[src/rtl/sql_leading_keyword_classifier_macros.svh]
// Assertion macros for the SQL leading-keyword classifier.
// Included by the RTL modules that carry assertions; no other dependencies.
`ifndef SQL_LEADING_KEYWORD_CLASSIFIER_MACROS_SVH
`define SQL_LEADING_KEYWORD_CLASSIFIER_MACROS_SVH
`ifndef SYNTHESIS
// same-cycle implication
`define SLKC_ASSERT_NOW(label, clk, rst_n, ante, cons) \
    label: assert property (@(posedge clk) disable iff (!rst_n) (ante) |-> (cons)) \
        else $error("slkc assertion failed");
// next-cycle implication
`define SLKC_ASSERT_NEXT(label, clk, rst_n, ante, cons) \
    label: assert property (@(posedge clk) disable iff (!rst_n) (ante) |=> (cons)) \
        else $error("slkc assertion failed");
`else
`define SLKC_ASSERT_NOW(label, clk, rst_n, ante, cons)
`define SLKC_ASSERT_NEXT(label, clk, rst_n, ante, cons)
`endif
`endif

[src/rtl/slkc_pkg.sv]
// Shared types, keyword tables and helper functions for the SQL
// leading-keyword classifier. No dependencies.
`timescale 1ns / 1ps
package slkc_pkg;

    typedef struct packed {
        logic       kind;
        logic [7:0] ch;
    } item_t;

    typedef struct packed {
        logic       gives_rows;
        logic [3:0] keyword_code;
    } result_t;

    localparam int KW_NUM    = 8;
    localparam int KW_MAXLEN = 9;

    localparam logic [3:0] LEN_MAX = 4'd15;

    localparam logic [3:0] KW_NONE      = 4'd0;
    localparam logic [3:0] KW_SELECT    = 4'd1;
    localparam logic [3:0] KW_WITH      = 4'd2;
    localparam logic [3:0] KW_PRAGMA    = 4'd3;
    localparam logic [3:0] KW_VALUES    = 4'd4;
    localparam logic [3:0] KW_EXPLAIN   = 4'd5;
    localparam logic [3:0] KW_DESCRIBE  = 4'd6;
    localparam logic [3:0] KW_SUMMARIZE = 4'd7;
    localparam logic [3:0] KW_SHOW      = 4'd8;

    localparam logic [7:0] CH_SPACE  = 8'h20;
    localparam logic [7:0] CH_TAB    = 8'h09;
    localparam logic [7:0] CH_LF     = 8'h0A;
    localparam logic [7:0] CH_CR     = 8'h0D;
    localparam logic [7:0] CH_DASH   = 8'h2D;
    localparam logic [7:0] CH_SLASH  = 8'h2F;
    localparam logic [7:0] CH_STAR   = 8'h2A;
    localparam logic [7:0] CASE_FOLD = 8'hDF;

    typedef logic [7:0] kw_text_t [KW_MAXLEN];

    localparam kw_text_t KW_TEXT [KW_NUM] = '{
        '{"S", "E", "L", "E", "C", "T", 8'h00, 8'h00, 8'h00},
        '{"W", "I", "T", "H", 8'h00, 8'h00, 8'h00, 8'h00, 8'h00},
        '{"P", "R", "A", "G", "M", "A", 8'h00, 8'h00, 8'h00},
        '{"V", "A", "L", "U", "E", "S", 8'h00, 8'h00, 8'h00},
        '{"E", "X", "P", "L", "A", "I", "N", 8'h00, 8'h00},
        '{"D", "E", "S", "C", "R", "I", "B", "E", 8'h00},
        '{"S", "U", "M", "M", "A", "R", "I", "Z", "E"},
        '{"S", "H", "O", "W", 8'h00, 8'h00, 8'h00, 8'h00, 8'h00}
    };

    localparam logic [3:0] KW_LEN [KW_NUM] = '{
        4'd6, 4'd4, 4'd6, 4'd6, 4'd7, 4'd8, 4'd9, 4'd4
    };

    localparam logic [3:0] KW_CODE [KW_NUM] = '{
        KW_SELECT, KW_WITH, KW_PRAGMA, KW_VALUES,
        KW_EXPLAIN, KW_DESCRIBE, KW_SUMMARIZE, KW_SHOW
    };

    function automatic logic is_letter(input logic [7:0] c);
        return ((c >= "A") && (c <= "Z")) || ((c >= "a") && (c <= "z"));
    endfunction

    // drop every keyword that is shorter than pos+1 or whose letter at pos differs from up
    function automatic logic [KW_NUM-1:0] match_letter(
        input logic [KW_NUM-1:0] mask,
        input logic [3:0]        pos,
        input logic [7:0]        up
    );
        logic [KW_NUM-1:0] keep;
        for (int k = 0; k < KW_NUM; k++)
        begin
            keep[k] = (pos < KW_LEN[k]) && (KW_TEXT[k][pos] == up);
        end
        return mask & keep;
    endfunction

endpackage

[src/rtl/sql_leading_keyword_classifier.sv]
// An end transaction waits in the input register; its result is presented from the result register.
// Throughput: one transaction per cycle; an end transaction waits only while a result is stalled.
// The scan state is one small state machine updated once per accepted character.
// Reset (rst_n, asynchronous, active low) empties both register stages and restarts the scan.
// Top level of the SQL leading-keyword classifier.
// Depends on slkc_pkg, slkc_in_reg, slkc_scanner and slkc_out_reg.
`timescale 1ns / 1ps
module sql_leading_keyword_classifier
(
    input  logic       clk,
    input  logic       rst_n,
    input  logic       s_tvalid,
    output logic       s_tready,
    input  logic [7:0] s_tdata,   // [7:0] ch
    input  logic [0:0] s_tuser,   // [0] kind
    output logic       m_tvalid,
    input  logic       m_tready,
    output logic [7:0] m_tdata    // [0] gives_rows, [4:1] keyword_code, [7:5] zero
);
    import slkc_pkg::*;

    item_t   s_item;
    item_t   item;
    logic    item_valid;
    logic    out_space;
    logic    res_valid;
    result_t res;
    result_t m_res;

    assign s_item.kind = s_tuser[0];
    assign s_item.ch   = s_tdata;

    slkc_in_reg u_in_reg
    (
        .clk        (clk),
        .rst_n      (rst_n),
        .s_valid    (s_tvalid),
        .s_ready    (s_tready),
        .s_item     (s_item),
        .out_space  (out_space),
        .item_valid (item_valid),
        .item       (item)
    );

    slkc_scanner u_scanner
    (
        .clk        (clk),
        .rst_n      (rst_n),
        .item_valid (item_valid),
        .item       (item),
        .res_valid  (res_valid),
        .res        (res)
    );

    slkc_out_reg u_out_reg
    (
        .clk        (clk),
        .rst_n      (rst_n),
        .res_valid  (res_valid),
        .res        (res),
        .space      (out_space),
        .m_valid    (m_tvalid),
        .m_ready    (m_tready),
        .m_res      (m_res)
    );

    assign m_tdata = {3'b000, m_res.keyword_code, m_res.gives_rows};

endmodule

[src/rtl/slkc_in_reg.sv]
// Input register stage of the SQL leading-keyword classifier.
// Depends on slkc_pkg.
`timescale 1ns / 1ps
module slkc_in_reg
(
    input  logic            clk,
    input  logic            rst_n,
    input  logic            s_valid,
    output logic            s_ready,
    input  slkc_pkg::item_t s_item,
    input  logic            out_space,
    output logic            item_valid,
    output slkc_pkg::item_t item
);
    import slkc_pkg::*;

    logic  valid_reg;
    logic  valid_next;
    item_t item_reg;
    logic  advance;

    // an end transaction needs a free result slot; characters always move on
    assign advance    = valid_reg && (!item_reg.kind || out_space);
    assign s_ready    = !valid_reg || advance;
    assign valid_next = s_ready ? s_valid : valid_reg;

    always_ff @(posedge clk or negedge rst_n)
    begin
        if (!rst_n)
        begin
            valid_reg <= 1'b0;
        end
        else
        begin
            valid_reg <= valid_next;
        end
    end

    always_ff @(posedge clk)
    begin
        if (s_valid && s_ready)
        begin
            item_reg <= s_item;
        end
    end

    assign item_valid = advance;
    assign item       = item_reg;

endmodule

[src/rtl/slkc_scanner.sv]
// Scan state machine and keyword matcher of the SQL leading-keyword
// classifier. Depends on slkc_pkg and the assertion macro header.
`timescale 1ns / 1ps
`include "sql_leading_keyword_classifier_macros.svh"
module slkc_scanner
(
    input  logic              clk,
    input  logic              rst_n,
    input  logic              item_valid,
    input  slkc_pkg::item_t   item,
    output logic              res_valid,
    output slkc_pkg::result_t res
);
    import slkc_pkg::*;

    typedef enum logic [2:0] {
        PH_SKIP  = 3'd0,
        PH_DASH  = 3'd1,
        PH_SLASH = 3'd2,
        PH_LINE  = 3'd3,
        PH_BLOCK = 3'd4,
        PH_BSTAR = 3'd5,
        PH_WORD  = 3'd6,
        PH_DONE  = 3'd7
    } phase_t;

    phase_t            phase_reg;
    phase_t            phase_next;
    logic [3:0]        length_reg;
    logic [3:0]        length_next;
    logic [KW_NUM-1:0] mask_reg;
    logic [KW_NUM-1:0] mask_next;
    logic [3:0]        match_code;
    logic [KW_NUM-1:0] mask_letter;
    logic [3:0]        length_letter;
    logic              letter;

    assign letter        = is_letter(item.ch);
    assign mask_letter   = match_letter(mask_reg, length_reg, item.ch & CASE_FOLD);
    assign length_letter = (length_reg == LEN_MAX) ? length_reg : length_reg + 4'd1;

    always_comb
    begin
        match_code = KW_NONE;
        if ((phase_reg == PH_WORD) || (phase_reg == PH_DONE))
        begin
            for (int k = 0; k < KW_NUM; k++)
            begin
                if (mask_reg[k] && (length_reg == KW_LEN[k]))
                begin
                    match_code = KW_CODE[k];
                end
            end
        end
    end

    always_comb
    begin
        phase_next       = phase_reg;
        length_next      = length_reg;
        mask_next        = mask_reg;
        res_valid        = 1'b0;
        res.gives_rows   = (match_code != KW_NONE);
        res.keyword_code = match_code;
        if (item_valid)
        begin
            if (item.kind)
            begin
                res_valid   = 1'b1;
                phase_next  = PH_SKIP;
                length_next = 4'd0;
                mask_next   = '1;
            end
            else
            begin
                unique case (phase_reg)
                    PH_SKIP:
                    begin
                        if ((item.ch == CH_SPACE) || (item.ch == CH_TAB) ||
                            (item.ch == CH_LF) || (item.ch == CH_CR))
                        begin
                            phase_next = PH_SKIP;
                        end
                        else if (item.ch == CH_DASH)
                        begin
                            phase_next = PH_DASH;
                        end
                        else if (item.ch == CH_SLASH)
                        begin
                            phase_next = PH_SLASH;
                        end
                        else if (letter)
                        begin
                            mask_next   = mask_letter;
                            length_next = length_letter;
                            phase_next  = PH_WORD;
                        end
                        else
                        begin
                            phase_next = PH_DONE;
                        end
                    end
                    PH_DASH:
                    begin
                        phase_next = (item.ch == CH_DASH) ? PH_LINE : PH_DONE;
                    end
                    PH_SLASH:
                    begin
                        phase_next = (item.ch == CH_STAR) ? PH_BLOCK : PH_DONE;
                    end
                    PH_LINE:
                    begin
                        if (item.ch == CH_LF)
                        begin
                            phase_next = PH_SKIP;
                        end
                    end
                    PH_BLOCK:
                    begin
                        if (item.ch == CH_STAR)
                        begin
                            phase_next = PH_BSTAR;
                        end
                    end
                    PH_BSTAR:
                    begin
                        if (item.ch == CH_SLASH)
                        begin
                            phase_next = PH_SKIP;
                        end
                        else if (item.ch != CH_STAR)
                        begin
                            phase_next = PH_BLOCK;
                        end
                    end
                    PH_WORD:
                    begin
                        if (letter)
                        begin
                            mask_next   = mask_letter;
                            length_next = length_letter;
                        end
                        else
                        begin
                            phase_next = PH_DONE;
                        end
                    end
                    PH_DONE:
                    begin
                        phase_next = PH_DONE;
                    end
                endcase
            end
        end
    end

    always_ff @(posedge clk or negedge rst_n)
    begin
        if (!rst_n)
        begin
            phase_reg  <= PH_SKIP;
            length_reg <= 4'd0;
            mask_reg   <= '1;
        end
        else
        begin
            phase_reg  <= phase_next;
            length_reg <= length_next;
            mask_reg   <= mask_next;
        end
    end

    `SLKC_ASSERT_NEXT(a_end_restarts, clk, rst_n, item_valid && item.kind,
        (phase_reg == PH_SKIP) && (length_reg == 4'd0) && (&mask_reg))
    `SLKC_ASSERT_NOW(a_long_word_no_match, clk, rst_n, length_reg > 4'd9,
        mask_reg == '0)
    `SLKC_ASSERT_NOW(a_code_needs_word, clk, rst_n, match_code != KW_NONE,
        (phase_reg == PH_WORD) || (phase_reg == PH_DONE))

endmodule

[src/rtl/slkc_out_reg.sv]
// Result register of the SQL leading-keyword classifier.
// Depends on slkc_pkg.
`timescale 1ns / 1ps
module slkc_out_reg
(
    input  logic              clk,
    input  logic              rst_n,
    input  logic              res_valid,
    input  slkc_pkg::result_t res,
    output logic              space,
    output logic              m_valid,
    input  logic              m_ready,
    output slkc_pkg::result_t m_res
);
    import slkc_pkg::*;

    logic    valid_reg;
    logic    valid_next;
    result_t res_reg;

    assign space      = !valid_reg || m_ready;
    assign valid_next = res_valid || (valid_reg && !m_ready);

    always_ff @(posedge clk or negedge rst_n)
    begin
        if (!rst_n)
        begin
            valid_reg <= 1'b0;
        end
        else
        begin
            valid_reg <= valid_next;
        end
    end

    always_ff @(posedge clk)
    begin
        if (res_valid)
        begin
            res_reg <= res;
        end
    end

    assign m_valid = valid_reg;
    assign m_res   = res_reg;

endmodule
[config.mk]
export PLATFORM = sky130hd
export DESIGN_NAME = sql_leading_keyword_classifier
export DESIGN_NICKNAME = d
export VERILOG_FILES = /design/src/rtl/slkc_pkg.sv /design/src/rtl/sql_leading_keyword_classifier.sv /design/src/rtl/slkc_in_reg.sv /design/src/rtl/slkc_scanner.sv /design/src/rtl/slkc_out_reg.sv
export VERILOG_INCLUDE_DIRS = /design/src /design/src/rtl
export SDC_FILE = /design/constraint.sdc
export NUM_CORES = 1
export LEC_CHECK = 0
export ABC_AREA = 1
export BUFFER_PORTS_ARGS = -buffer_cell sky130_fd_sc_hd__buf_2
export CAP_MARGIN = 10
export CELL_PAD_IN_SITES_DETAIL_PLACEMENT = 1
export CELL_PAD_IN_SITES_GLOBAL_PLACEMENT = 2
export CORE_ASPECT_RATIO = 0.8
export CORE_MARGIN = 4
export CORE_UTILIZATION = 30
export CTS_CLUSTER_DIAMETER = 150
export CTS_CLUSTER_SIZE = 16
export DETAILED_ROUTE_END_ITERATION = 10
export PLACE_DENSITY = 0.75
export SYNTH_ARGS = -nofsm -noshare
export SYNTH_HDL_FRONTEND = slang
export SYNTH_SLANG_ARGS = --single-unit
[constraint.sdc]
create_clock -name clk -period 1.8 [get_ports clk]
set_input_delay 0 -clock clk [delete_from_list [all_inputs] [get_ports clk]]
set_output_delay 0 -clock clk [all_outputs]
set_load 0.02 [all_outputs]
# Word-level counts from Yosys, hierarchy flattened
# Memories as Yosys holds them, arrays and structs flattened.
# Cells that the tools add are included.
[totals] regBits=31 romBits=1024 in_bits=13 out_inout_bits=10 word_cells=158 n_memories=8
[op_classes] n_addsub=1 order_cmp=10 eq_ne=36 mux=53 n_bitwise=2 n_reduce_logical=39
[mem_list] memory="(no name shown)" depth=16 width=8 rd=1 rd_clocked_by_memory_dff=0 write_ports=0 line_no="slkc_pkg.sv:75" source="keep[k] = (pos < KW_LEN[k]) && (KW_TEXT[k][pos] == up);"
[mem_list] memory="(no name shown)" depth=16 width=8 rd=1 rd_clocked_by_memory_dff=0 write_ports=0 line_no="slkc_pkg.sv:75"
[mem_list] memory="(no name shown)" depth=16 width=8 rd=1 rd_clocked_by_memory_dff=0 write_ports=0 line_no="slkc_pkg.sv:75"
[mem_list] memory="(no name shown)" depth=16 width=8 rd=1 rd_clocked_by_memory_dff=0 write_ports=0 line_no="slkc_pkg.sv:75"
[mem_list] memory="(no name shown)" depth=16 width=8 rd=1 rd_clocked_by_memory_dff=0 write_ports=0 line_no="slkc_pkg.sv:75"
[mem_list] memory="(no name shown)" depth=16 width=8 rd=1 rd_clocked_by_memory_dff=0 write_ports=0 line_no="slkc_pkg.sv:75"
[mem_list] memory="+2 memories"
[ops] cell="$mux W8" n=21
[ops] cell="$eq A8 B8 Y1" n=8
[ops] cell="$mux W3" n=14
[ops] cell="$eq A8 B6 Y1 const B" n=4
[ops] cell="$mux W4" n=8
[ops] cell="$eq A8 B4 Y1 const B" n=3
[ops] cell="$pmux W3 S8" n=1
[ops] cell="$logic_and A1 B1 Y1" n=21
[ops] cell="$ge A8 B7 Y1 const B" n=2
[ops] cell="$le A8 B7 Y1 const B" n=2
[ops] cell="$pmux W8 S2" n=1
[ops] cell="$eq A3 B3 Y1 const B" n=4
[ops] cell="$eq A4 B3 Y1 const B" n=3
[ops] cell="$eq A4 B4 Y1 const B" n=3
[ops] cell="$lt A4 B3 Y1 const B" n=3
[ops] cell="$ne A3 B3 Y1 const B" n=4
[ops] cell="$reduce_and A5 Y1" n=2
[ops] cell="$logic_or A1 B1 Y1" n=9
[ops] cell="$and A8 B8 Y8" n=1
[ops] cell="$lt A4 B4 Y1 const B" n=2
[ops] cell="$ne A8 B6 Y1 const B" n=1
[ops] cell="$pmux W4 S2" n=1
[ops] cell="$eq A3 B2 Y1 const B" n=2
[ops] cell="$mux W2" n=3
[ops] cell="11 further kinds" n=18

# Logic depth before layout (Yosys ltp)
# Gate-level depths: netlist (run 1).
[logic_depth] word_depth=13 depth_mapped=14 ltp_nobuf=13

# By module
# From an unflattened synthesis (run 1), not the netlist that was laid out.
[hier_totals] cells_unflattened=430 hier_area_um2=2846.5
[by_module_without_submodules] mod="slkc_scanner" n_inst=1 cells_each=399 area_per_inst_um2=2293.4 seq_area_each_um2=385.4
[by_module_without_submodules] mod="slkc_in_reg" n_inst=1 cells_each=17 area_per_inst_um2=331.6 seq_area_each_um2=295.3
[by_module_without_submodules] mod="slkc_out_reg" n_inst=1 cells_each=10 area_per_inst_um2=195.2 seq_area_each_um2=175.2
[by_module_without_submodules] mod="sql_leading_keyword_classifier" n_inst=1 cells_each=4 area_per_inst_um2=26.3 seq_area_each_um2=0.0

# Worst setup path after synthesis (run 1)
# No wires, ideal clock.
[synth_path] path_type="flip-flop to flip-flop" startpoint="register u_scanner.length_reg[0]" endpoint="register u_out_reg.res_reg (netlist bit u_out_reg.m_res[4]) (data pin)" t_arrival_ps=1540 t_required_ps=1547 slack_ps=7 stages_incl_launch_ff=13 n_path_buf=1 path_cell_list="dfrtp_1 > buf_4 > inv_1 > ha_1 > nand2_1 > nor2_2 > nand2_1 > nand4_1 > nand2_1 > nand2_1 > nand3_1 > nand2_1 > nand2_1"
[synth_lines] item="start: declaration" line_no="slkc_scanner.sv:29" source="logic [3:0] length_reg;"
[synth_lines] item="start signal: assignment" line_no="slkc_scanner.sv:168" source="length_reg <= length_next;"
[synth_lines] item="end signal: assignment" line_no="slkc_out_reg.sv:40" source="res_reg <= res;"
[synth_lines] item="end: declaration" line_no="slkc_out_reg.sv:19" source="result_t res_reg;"

# Worst setup path in the final report (run 1)
[layout_path] startpoint="register u_scanner.length_reg[1]" endpoint="register u_scanner.mask_reg[5]"
[layout_between] elab_chain_len=13 elab_cells_between_ends=14 cone_classes="1 x order compare; 1 x eq/ne; 8 x mux; 2 x bitwise; 1 x reduce/logical; 1 x memory"
[layout_rtl] item="$not A4 Y5 (implied by the code)" line_no="slkc_pkg.sv:75"
[layout_rtl] item="$mem_v2 Z16 W8"
[layout_rtl] item="$mux W8 (implied by the code) (2 in a row)" line_no="slkc_pkg.sv:75"
[layout_rtl] item="$eq A8 B8 Y1" line_no="slkc_pkg.sv:75"
[layout_rtl] item="$logic_and A1 B1 Y1 *" line_no="slkc_pkg.sv:75"
[layout_rtl] item="$and A8 B8 Y8 *" line_no="slkc_pkg.sv:77" source="return mask & keep;"
[layout_rtl] item="$mux W8 *" line_no="slkc_scanner.sv:92, slkc_scanner.sv:138"
[layout_rtl] item="$mux W8" line_no="slkc_scanner.sv:88" source="else if (item.ch == CH_SLASH)"
[layout_rtl] item="$mux W8" line_no="slkc_scanner.sv:84" source="else if (item.ch == CH_DASH)"
[layout_rtl] item="$mux W8" line_no="slkc_scanner.sv:79" source="if ((item.ch == CH_SPACE) || (item.ch == CH_TAB) ||"
[layout_rtl] item="$pmux W8 S2 *" line_no="slkc_scanner.sv:76" source="unique case (phase_reg)"
[layout_rtl] item="$mux W8 *" line_no="slkc_scanner.sv:67" source="if (item.kind)"
[layout_rtl] item="end signal: assignment" line_no="slkc_scanner.sv:169" source="mask_reg <= mask_next;"
[layout_rtl] item="end: declaration" line_no="slkc_scanner.sv:31" source="logic [KW_NUM-1:0] mask_reg;"
# Every way passes the cells marked *; elsewhere a longest branch is shown, timed or not. The select of a mux whose other input is x is not followed.
# A chain may end at the register's enable or synchronous reset.

==> impl_metrics.py, run 1 <==
metrics = {
    "status": {
        "outcome": "finished, final reports clean",
    },
    "hold_path": {
        "hp-class": "in2async",
    },
    "global_route": {
        "grt_antenna_before_repair": 0,
        "grt_pass1_wl_mm": 16.1,
        "overflow": 0,
        "grt_max_degree": 18,
        "grt_pass1_vias": 3160,
        "grt_usage_pct": 19.0,
    },
    "floorplan": {
        "core-area_um2": 9110,
        "die_area_um2": 11000,
        "initial_core_util_pct": 30.9,
        "dieWidth_um": 116,
        "num_io_pins": 23,
        "rows": 31,
        "fp.dieH_um": 94.6,
    },
    "finish": {
        "fill_cells": 1192,
        "largest_reg_flops": 9,
        "regArea_um2": 858,
        "multi_input_area_um2": 1760,
        "nNetsFinal": 534,
        "antennaDiodeCount": 0,
        "areaGrowthSynthToFinish_pct": 29.4,
        "layout-drive-gt1-share_pct": 23.7,
        "design_area_um2": 3640,
    },
    "timing": {
        "setup_viol_count_final": 0,
        "slew_viol_final": 0,
        "min_period_ps": 1690,
        "finalCritPeriodShare_pct": 93.8,
        "hold_viol": 0,
        "fin_skew_ps": 3.57,
        "fin_hold_ws_ps": 210,
        "clock.fmax_mhz": 592,
    },
    "place": {
        "io_buffers": 19,
        "dp_hpwl_mm": 7.92,
        "place_area_um2": 3240,
        "place_congestion": 0.897,
    },
    "power_and_ir_drop": {
        "p_sw_mw": 2.14,
        "p_comb_share_pct": 59.5,
        "p_sw_share_pct": 46.0,
        "seqPwrFrac_pct": 23.3,
        "internal_power_mw": 2.51,
        "power_frac_clock_pct": 17.1,
        "p_total_mw": 4.66,
        "ir_drop_mv": 0.486,
        "powerDensity_nw_per_um2": 1280,
        "power_leakage_nw": 1.88,
    },
    "worst_setup_path": {
        "critPathMostFrequentCell": "nand2_1",
        "arrival_ps": 1890,
        "slowest_delay_ps": 400,
        "setup.worst_path.class": "reg2reg",
        "crit_family": "simple AND/OR/NAND/NOR gates",
        "slowest_stage": "dfrtp_1",
        "start_kind": "register",
        "cp_data_required_time_ps": 2000,
        "cp-end-kind": "register",
        "cp_max_fo": 4,
        "critical_path.cell_chain": "inv_2, ha_4, nand2_1, nor2_4, buf_4, inv_2, nand2_1, nand2_1, nand2_1, inv_1, nand3_1, nand2_1, nand2_1, nand2_1",
        "cp_num_buf_inv": 4,
    },
    "yosys": {
        "synth-seq-area-share_pct": 30.4,
        "synth_area_per_cell_um2": 6.42,
        "syn_area_um2": 2810,
        "synth_warnings": 0,
        "synth.distinct_cells": 31,
        "postSynthCellCount": 438,
        "ys_ff_latch": 31,
    },
    "detailed_routing": {
        "drtAntennaViolNets": 0,
        "drt_first_pass_iters": 4,
        "wl_mm": 9.98,
        "drcViolationCount": 0,
        "drtIter0Drc": 181,
        "wl_per_cell_um": 15.9,
        "vias": 3076,
        "via_per_inst": 4.91,
    },
    "cts": {
        "worst_skew_pair.late_latency_ps": 280,
        "htree_levels": 2,
        "clk_pin_slew_ps": 50,
        "root_buffer": "clkbuf_16",
        "cts_sinks": 31,
        "clk_path_buf_depth": 2,
        "cts-buffers-inserted": 5,
        "cts_tree": "built",
    },
    "run": {
        "drv_cap": 0,
    },
}
==> layout by cell type, fill, tap and decap left out, drive strengths merged <==
cell | Yosys | layout
buf | 17 | 68
nand3 | 53 | 53
clkbuf | 0 | 7
nand3b | 1 | 1
inv | 35 | 35
edfxtp | 14 | 14
dlygate4sd3 | 0 | 12
nand2 | 186 | 186
conb | 1 | 3
ha | 11 | 11
a21oi | 9 | 9
o22ai | 1 | 1
clkinv | 0 | 1
nor3 | 8 | 8
o21ai | 10 | 10
nor2 | 56 | 56
o31ai | 1 | 1
nand4 | 9 | 9
dfrtp | 9 | 9
xor2 | 9 | 9
dfstp | 8 | 8
==> stage by stage <==
| stage | setup TNS (ps) | worst slack (ps) | cells | utilization, % |
|---|---|---|---|---|
| 6_report | 0 | 112 | 626 | 39.9 |
| 3_3_place_gp | -88.5 | -88.5 | 599 | 35.6 |
| 2_1_floorplan | 0 | 6.69 | 440 | - |
| 3_5_place_dp | -106 | -83.2 | 599 | 35.6 |
| 4_1_cts | 0 | 9.44 | 619 | 38.6 |
| 5_1_grt | -34.4 | -25.2 | 626 | 39.9 |
==> what timing repair did <==
item,CTS,global route
setup endpoints to repair,3,10
hold buffers,12,0
gates resized for setup,4,20
setup buffers,0,7
pin swaps,0,4
endpoints found under the hold margin,20,0
==> area by class of cell <==
class / instances / share of cell area (%)
clock buffer: 7 / 3.65
clock inverter: 1 / 0.138
inverter: 35 / 3.89
multi-input combinational: 357 / 48.5
sequential: 31 / 23.6
tap: 115 / 3.95
timing repair buffer: 80 / 16.3
==> logic make-up (layout without fill, tap and decap cells) <==
group | count (synthesis) | count (layout) | synth area share [%]
simple gates | 313 | 313 | 48.2
buf+inv | 52 | 123 | 9.56
fa+ha+maj | 11 | 11 | 4.89
flops | 31 | 31 | 30.4
compound gates | 21 | 21 | 4.00
other cells | 1 | 3 | 0.133
xor+xnor | 9 | 9 | 2.80
==> path summary, 6_finish.rpt <==
kind | startpoint | end | slack, ps | cells past startpoint
max in group asynchronous | rst_n | u_scanner.mask_reg[6] | 1250 | 2
worst max-delay path | u_scanner.length_reg[1] | u_scanner.mask_reg[5] | 110 | 14
min in group clk | s_tdata[0] | u_in_reg.item[0] | 430 | 2
worst min register to register | u_scanner.mask_reg[2] | u_scanner.mask_reg[2] | 460 | 2
worst max register to register | u_scanner.length_reg[1] | u_scanner.mask_reg[5] | 110 | 14
worst min-delay path | rst_n | u_scanner.length_reg[0] | 210 | 2
==> synth_stat cells <==
master	count	share of area (%)
buf_4	8	2.1
dfrtp_1	9	8.0
buf_6	4	1.6
o21ai_1	3	0.53
conb_1	1	0.13
o22ai_1	1	0.22
nand2_4	2	0.80
buf_2	5	0.89
inv_6	1	0.31
nor3_2	2	0.71
nand4_1	9	2.0
xor2_1	9	2.8
a21oi_2	1	0.31
dfstp_2	8	7.5
nor2_4	3	1.2
o31ai_1	1	0.27
ha_1	11	4.9
nand3_2	3	1.1
inv_2	5	0.67
o21ai_0	7	1.2
nand3_1	50	8.9
inv_4	1	0.22
nand2_2	2	0.44
a21oi_1	8	1.4
nor2_2	4	0.89
edfxtp_1	14	15
nor2_1	49	6.5
nand3b_1	1	0.27
nand2_1	182	24
inv_1	28	3.7
nor3_1	6	1.1
==> layer usage <==
layer / part of all wire (%) / routed length [µm] / track usage (%) / up-vias
met2: 47 / 4670 / 31.1 / 54
met4: 1.2 / 124 / 4.64 / 0
li1: - / - / - / 1538
met5: 0 / 0 / 0 / -
met1: 48 / 4800 / 25.9 / 1473
met3: 3.8 / 379 / 3.20 / 11
==> power groups by stage <==
stage | combinational (mW) | clock [mW] | sequential, mW
2_1_floorplan | 1.70 | 0 | 1.06
3_3_place_gp | 2.50 | 0 | 1.08
3_5_place_dp | 2.54 | 0 | 1.09
4_1_cts | 2.58 | 0.825 | 1.08
5_1_grt | 3.13 | 0.866 | 1.11
6_report | 2.77 | 0.798 | 1.09
Power figures use the tool's default switching activity.
==> inputs of run 2 (changes only) <==
--- a/config.mk
+++ b/config.mk
@@ -18,6 +18,7 @@
 export CTS_CLUSTER_SIZE = 16
 export DETAILED_ROUTE_END_ITERATION = 10
 export PLACE_DENSITY = 0.75
+export REMOVE_ABC_BUFFERS = 1
 export SYNTH_ARGS = -nofsm -noshare
 export SYNTH_HDL_FRONTEND = slang
 export SYNTH_SLANG_ARGS = --single-unit
==> constraint.sdc (replaced) <==
create_clock -name clk -period 1.8 [get_ports clk]
set_input_delay 0 -clock clk [delete_from_list [all_inputs] [get_ports clk]]
set_output_delay 0 -clock clk [all_outputs]
set_load 0.05 [all_outputs]
==> impl_metrics.py, run 2 (synthesis results as in run 1) <==
metrics = {
    "worst_setup_path": {
        "setup.worst_path.class": "reg2reg",
        "start_kind": "register",
        "arrival_ps": 1930,
        "cp_max_fo": 7,
        "cp-end-kind": "register",
        "cp_data_required_time_ps": 2020,
        "rr_worst_depth": 13,
    },
    "global_route": {
        "grt_pass1_vias": 3064,
        "grt_usage_pct": 18.8,
        "grt_antenna_before_repair": 0,
        "grt_max_degree": 18,
        "grt_pass1_wl_mm": 15.9,
        "overflow": 0,
    },
    "place": {
        "dp_hpwl_mm": 7.56,
        "io_buffers": 19,
        "place_congestion": 0.854,
    },
    "floorplan": {
        "fp.dieH_um": 94.6,
        "dieWidth_um": 116,
        "initial_core_util_pct": 30.9,
        "rows": 31,
        "die_area_um2": 11000,
        "num_io_pins": 23,
        "core-area_um2": 9110,
    },
    "finish": {
        "antennaDiodeCount": 0,
        "fill_cells": 1153,
        "layout-drive-gt1-share_pct": 22.6,
        "layout_common_cells": "180 x nand2_1, 49 x nand3_1, 43 x nor2_1",
        "areaGrowthSynthToFinish_pct": 27.0,
        "largest_reg_flops": 9,
        "nNetsFinal": 524,
        "mostFrequentLayoutCell": "nand2_1",
    },
    "timing": {
        "fin_hold_ws_ps": 191,
        "finalCritPeriodShare_pct": 95.0,
        "clock.fmax_mhz": 585,
        "slew_viol_final": 0,
        "hold_viol": 0,
        "fin_skew_ps": 1.78,
        "min_period_ps": 1710,
        "fin_tns_setup_ps": 0,
        "setup_viol_count_final": 0,
        "rsz0062_at_grt": "true",
    },
    "detailed_routing": {
        "wl_mm": 9.58,
        "vias": 3000,
        "drtIter0Drc": 147,
        "via_per_inst": 4.87,
        "drt_first_pass_iters": 4,
        "wl_per_cell_um": 15.6,
        "drcViolationCount": 0,
        "drtAntennaViolNets": 0,
    },
    "power_and_ir_drop": {
        "powerDensity_nw_per_um2": 1310,
        "ir_drop_mv": 0.517,
        "power_leakage_nw": 1.83,
    },
    "cts": {
        "worst_skew_pair.late_latency_ps": 270,
        "cts_tree": "built",
        "cts-buffers-inserted": 5,
        "clk_path_buf_depth": 2,
        "cts_sinks": 31,
        "htree_levels": 2,
        "root_buffer": "clkbuf_16",
        "clk_pin_slew_ps": 50,
    },
    "hold_path": {
        "hp-class": "in2async",
    },
    "run": {
        "drv_cap": 0,
    },
    "status": {
        "outcome": "finished, final reports clean",
    },
}
-- run 2: worst paths after layout --
path                                    endpoint                     from  slack (ps)
setup / recovery           u_scanner.mask_reg[4]  u_scanner.length_reg[0]          90
hold / removal                 u_out_reg.m_valid                    rst_n         190
setup reg to reg           u_scanner.mask_reg[4]  u_scanner.length_reg[0]          90
hold reg to reg            u_scanner.mask_reg[1]    u_scanner.mask_reg[1]         470
max in group asynchronous  u_scanner.mask_reg[1]                    rst_n        1280
min in group clk                u_in_reg.item[3]               s_tdata[3]         430
-- run 2: cell type report --
type / instances / area (µm²) / area share [%]
Clock inverter: 2 / 8.76 / 0.245
Clock buffer: 6 / 129 / 3.61
Timing Repair Buffer: 70 / 524 / 14.7
Sequential cell: 31 / 856 / 23.9
Multi-Input combinational cell: 357 / 1770 / 49.6
Tap cell: 115 / 144 / 4.03
Inverter: 35 / 139 / 3.89
-- run 2: timing repair --
action | CTS | global route
buffers inserted | 0 | 4
setup endpoints to repair | 3 | 9
pin swaps | 0 | 6
resized for setup | 2 | 21
endpoints found under the hold margin | 28 | 0
hold buffers | 12 | 0
-- run 2: critical path, stage by stage (launching register included) --
cell and delay (ps):
dfrtp_1 430, inv_2 100, buf_4 170, ha_2 250
nand2_4 70, nor2_4 100, inv_2 40, nand3_1 60
nand3_1 90, nor2_1 100, nand2_1 70, nand2_1 70
nand2_1 50, nand2_1 50
-- run 2: where the power goes --
part           internal [mW]  switching [mW]  leakage, nW
clock network          0.505           0.303       0.0683
logic                   1.07            1.72         1.43
registers              0.935           0.152        0.337
-- run 2: metrics by stage --
step | worst slack (ps) | cells | utilization (%) | power (mW) | instance area (µm²)
2_1_floorplan | -152 | 423 | - | 2.73 | 2690
3_3_place_gp | -63.3 | 592 | 35.2 | 3.59 | 3200
3_5_place_dp | -78.9 | 592 | 35.2 | 3.65 | 3200
4_1_cts | 3.21 | 612 | 38.1 | 4.52 | 3470
5_1_grt | -29.7 | 616 | 39.2 | 5.11 | 3570
6_report | 90.3 | 616 | 39.2 | 4.68 | 3570
-- run 2: layer usage --
metal | up-vias | part of all wire, % | routed length [µm] | global-route usage (%)
met4 | 0 | 1.1 | 104 | 4.35
met1 | 1434 | 47 | 4540 | 25.5
met2 | 45 | 48 | 4620 | 31.6
li1 | 1512 | - | - | -
met3 | 9 | 3.3 | 316 | 2.75
met5 | - | 0 | 0 | 0
==> inputs of run 3 (changes only) <==
--- a/config.mk
+++ b/config.mk
@@ -17,6 +17,7 @@
 export CTS_CLUSTER_DIAMETER = 150
 export CTS_CLUSTER_SIZE = 16
 export DETAILED_ROUTE_END_ITERATION = 10
+export GPL_TIMING_DRIVEN = 0
 export PLACE_DENSITY = 0.75
 export REMOVE_ABC_BUFFERS = 1
 export SYNTH_ARGS = -nofsm -noshare
==> impl_metrics.py, run 3 (synthesis results as in run 1) <==
metrics = {
    "status": {
        "outcome": "finished, final reports clean",
    },
    "finish": {
        "largest_reg_flops": 9,
        "layout-drive-gt1-share_pct": 29.9,
        "layout_common_cells": "170 x nand2_1, 45 x nand3_1, 37 x nor2_1",
        "final_util_pct": 41.4,
        "mostFrequentLayoutCell": "nand2_1",
        "nNetsFinal": 524,
        "areaGrowthSynthToFinish_pct": 34.2,
        "antennaDiodeCount": 0,
        "final_cells": 616,
    },
    "floorplan": {
        "rows": 31,
        "die_area_um2": 11000,
        "num_io_pins": 23,
        "initial_core_util_pct": 30.9,
        "dieWidth_um": 116,
        "fp.dieH_um": 94.6,
        "core-area_um2": 9110,
    },
    "detailed_routing": {
        "drcViolationCount": 0,
        "drtIter0Drc": 172,
        "wl_per_cell_um": 15.6,
        "drt_first_pass_iters": 4,
        "drtAntennaViolNets": 0,
        "wl_mm": 9.61,
        "vias": 3030,
        "via_per_inst": 4.92,
    },
    "global_route": {
        "grtUsageMet3_pct": 2.18,
        "grt_pass1_vias": 3044,
        "grt_pass1_wl_mm": 15.5,
        "grt_antenna_before_repair": 0,
        "grt_max_degree": 19,
        "grt_usage_pct": 18.1,
        "overflow": 0,
        "grt_use_met2_pct": 31.5,
        "busiest_layer": "met2",
        "grtUsageMet1_pct": 24.2,
    },
    "cts": {
        "clk_path_buf_depth": 2,
        "cts_tree": "built",
        "worst_skew_pair.late_latency_ps": 280,
        "clk_pin_slew_ps": 50,
        "htree_levels": 2,
        "root_buffer": "clkbuf_16",
        "cts-buffers-inserted": 5,
        "cts_sinks": 31,
    },
    "timing": {
        "slew_viol_final": 0,
        "fin_hold_ws_ps": 181,
        "rsz0062_at_grt": "true",
        "fin_skew_ps": 5.38,
        "min_period_ps": 1750,
        "hold_viol": 0,
        "setup_viol_count_final": 0,
        "clock.fmax_mhz": 571,
        "layout_setup_ws_ps": 47.2,
        "finalCritPeriodShare_pct": 97.4,
    },
    "worst_setup_path": {
        "arrival_ps": 1970,
        "cp_max_fo": 8,
        "cp_data_required_time_ps": 2010,
        "cp-end-kind": "register",
        "start_kind": "register",
        "setup.worst_path.class": "reg2reg",
    },
    "place": {
        "place_inst": 557,
        "dp_hpwl_mm": 6.60,
        "io_buffers": 19,
        "post-place-ws_ps": -634,
        "place_congestion": 0.813,
    },
    "power_and_ir_drop": {
        "powerDensity_nw_per_um2": 1330,
        "p_total_mw": 5.03,
        "power_leakage_nw": 1.84,
        "ir_drop_mv": 0.505,
    },
    "hold_path": {
        "hp-class": "in2async",
    },
    "run": {
        "drv_cap": 0,
    },
}
## run 3: cell types whose count changed in the layout (fill, tap and decap cells not counted), moves of 5 or more
cell,before,now
nand2_1,180,170
nand2_2,4,9
inv_1,25,20
nand2_4,2,7
nor2_1,43,37
## run 3: power breakdown
group / internal [mW] / switching, mW / total (mW)
clock: 0.502 / 0.295 / 0.798
combinational: 1.25 / 1.85 / 3.10
sequential: 0.943 / 0.185 / 1.13
total: 2.70 / 2.33 / 5.03
## run 3: cell type report
cell class | count | area (µm²)
clock buffers | 6 | 129
clock inverters | 2 | 7.51
fillers | 1142 | 5340
inverters | 35 | 155
multi-input cells | 357 | 1930
flip-flops and latches | 31 | 866
well taps | 115 | 144
repair buffers | 70 | 544
## run 3: worst paths after layout
path	start	to	slack (ps)	cells after the start
max	u_scanner.length_reg[2]	u_scanner.mask_reg[0]	50	10
min	rst_n	u_out_reg.m_valid	180	2
max reg2reg	u_scanner.length_reg[2]	u_scanner.mask_reg[0]	50	10
min reg2reg	u_scanner.mask_reg[2]	u_scanner.mask_reg[2]	460	2
max in group asynchronous	rst_n	u_scanner.length_reg[2]	1290	2
min in group clk	s_tdata[4]	u_in_reg.item[4]	430	2
## run 3: per-stage QoR
stage	instance area (µm²)	setup TNS, ps
4_1_cts	3410	0
3_5_place_dp	2930	-7840
6_report	3770	0
3_3_place_gp	2930	-8010
2_1_floorplan	2690	-1400
5_1_grt	3770	-776
## run 3: critical path, cell delays in order, from the launching register on
cell	delay, ps
dfrtp_4	540
buf_4	170
nor2_4	250
nand2_1	150
nand2_1	100
nand3_1	80
nor2_1	110
nand3_1	110
nand2_1	80
nand2_1	50
nand2_1	50
## run 3: repair_timing
item | 4_1_cts | 5_1_grt
endpoints found under the setup margin | 20 | 22
setup buffers | 20 | 19
hold endpoints to repair | 28 | 0
pin swaps | 0 | 19
gates resized for setup | 22 | 59
hold buffers | 12 | 0
## run 3: routing by layer
layer / share of wire [%] / vias up
met2: 50 / 54
met5: 0 / -
met3: 3.5 / 8
li1: - / 1520
met4: 0.83 / 0
met1: 46 / 1448
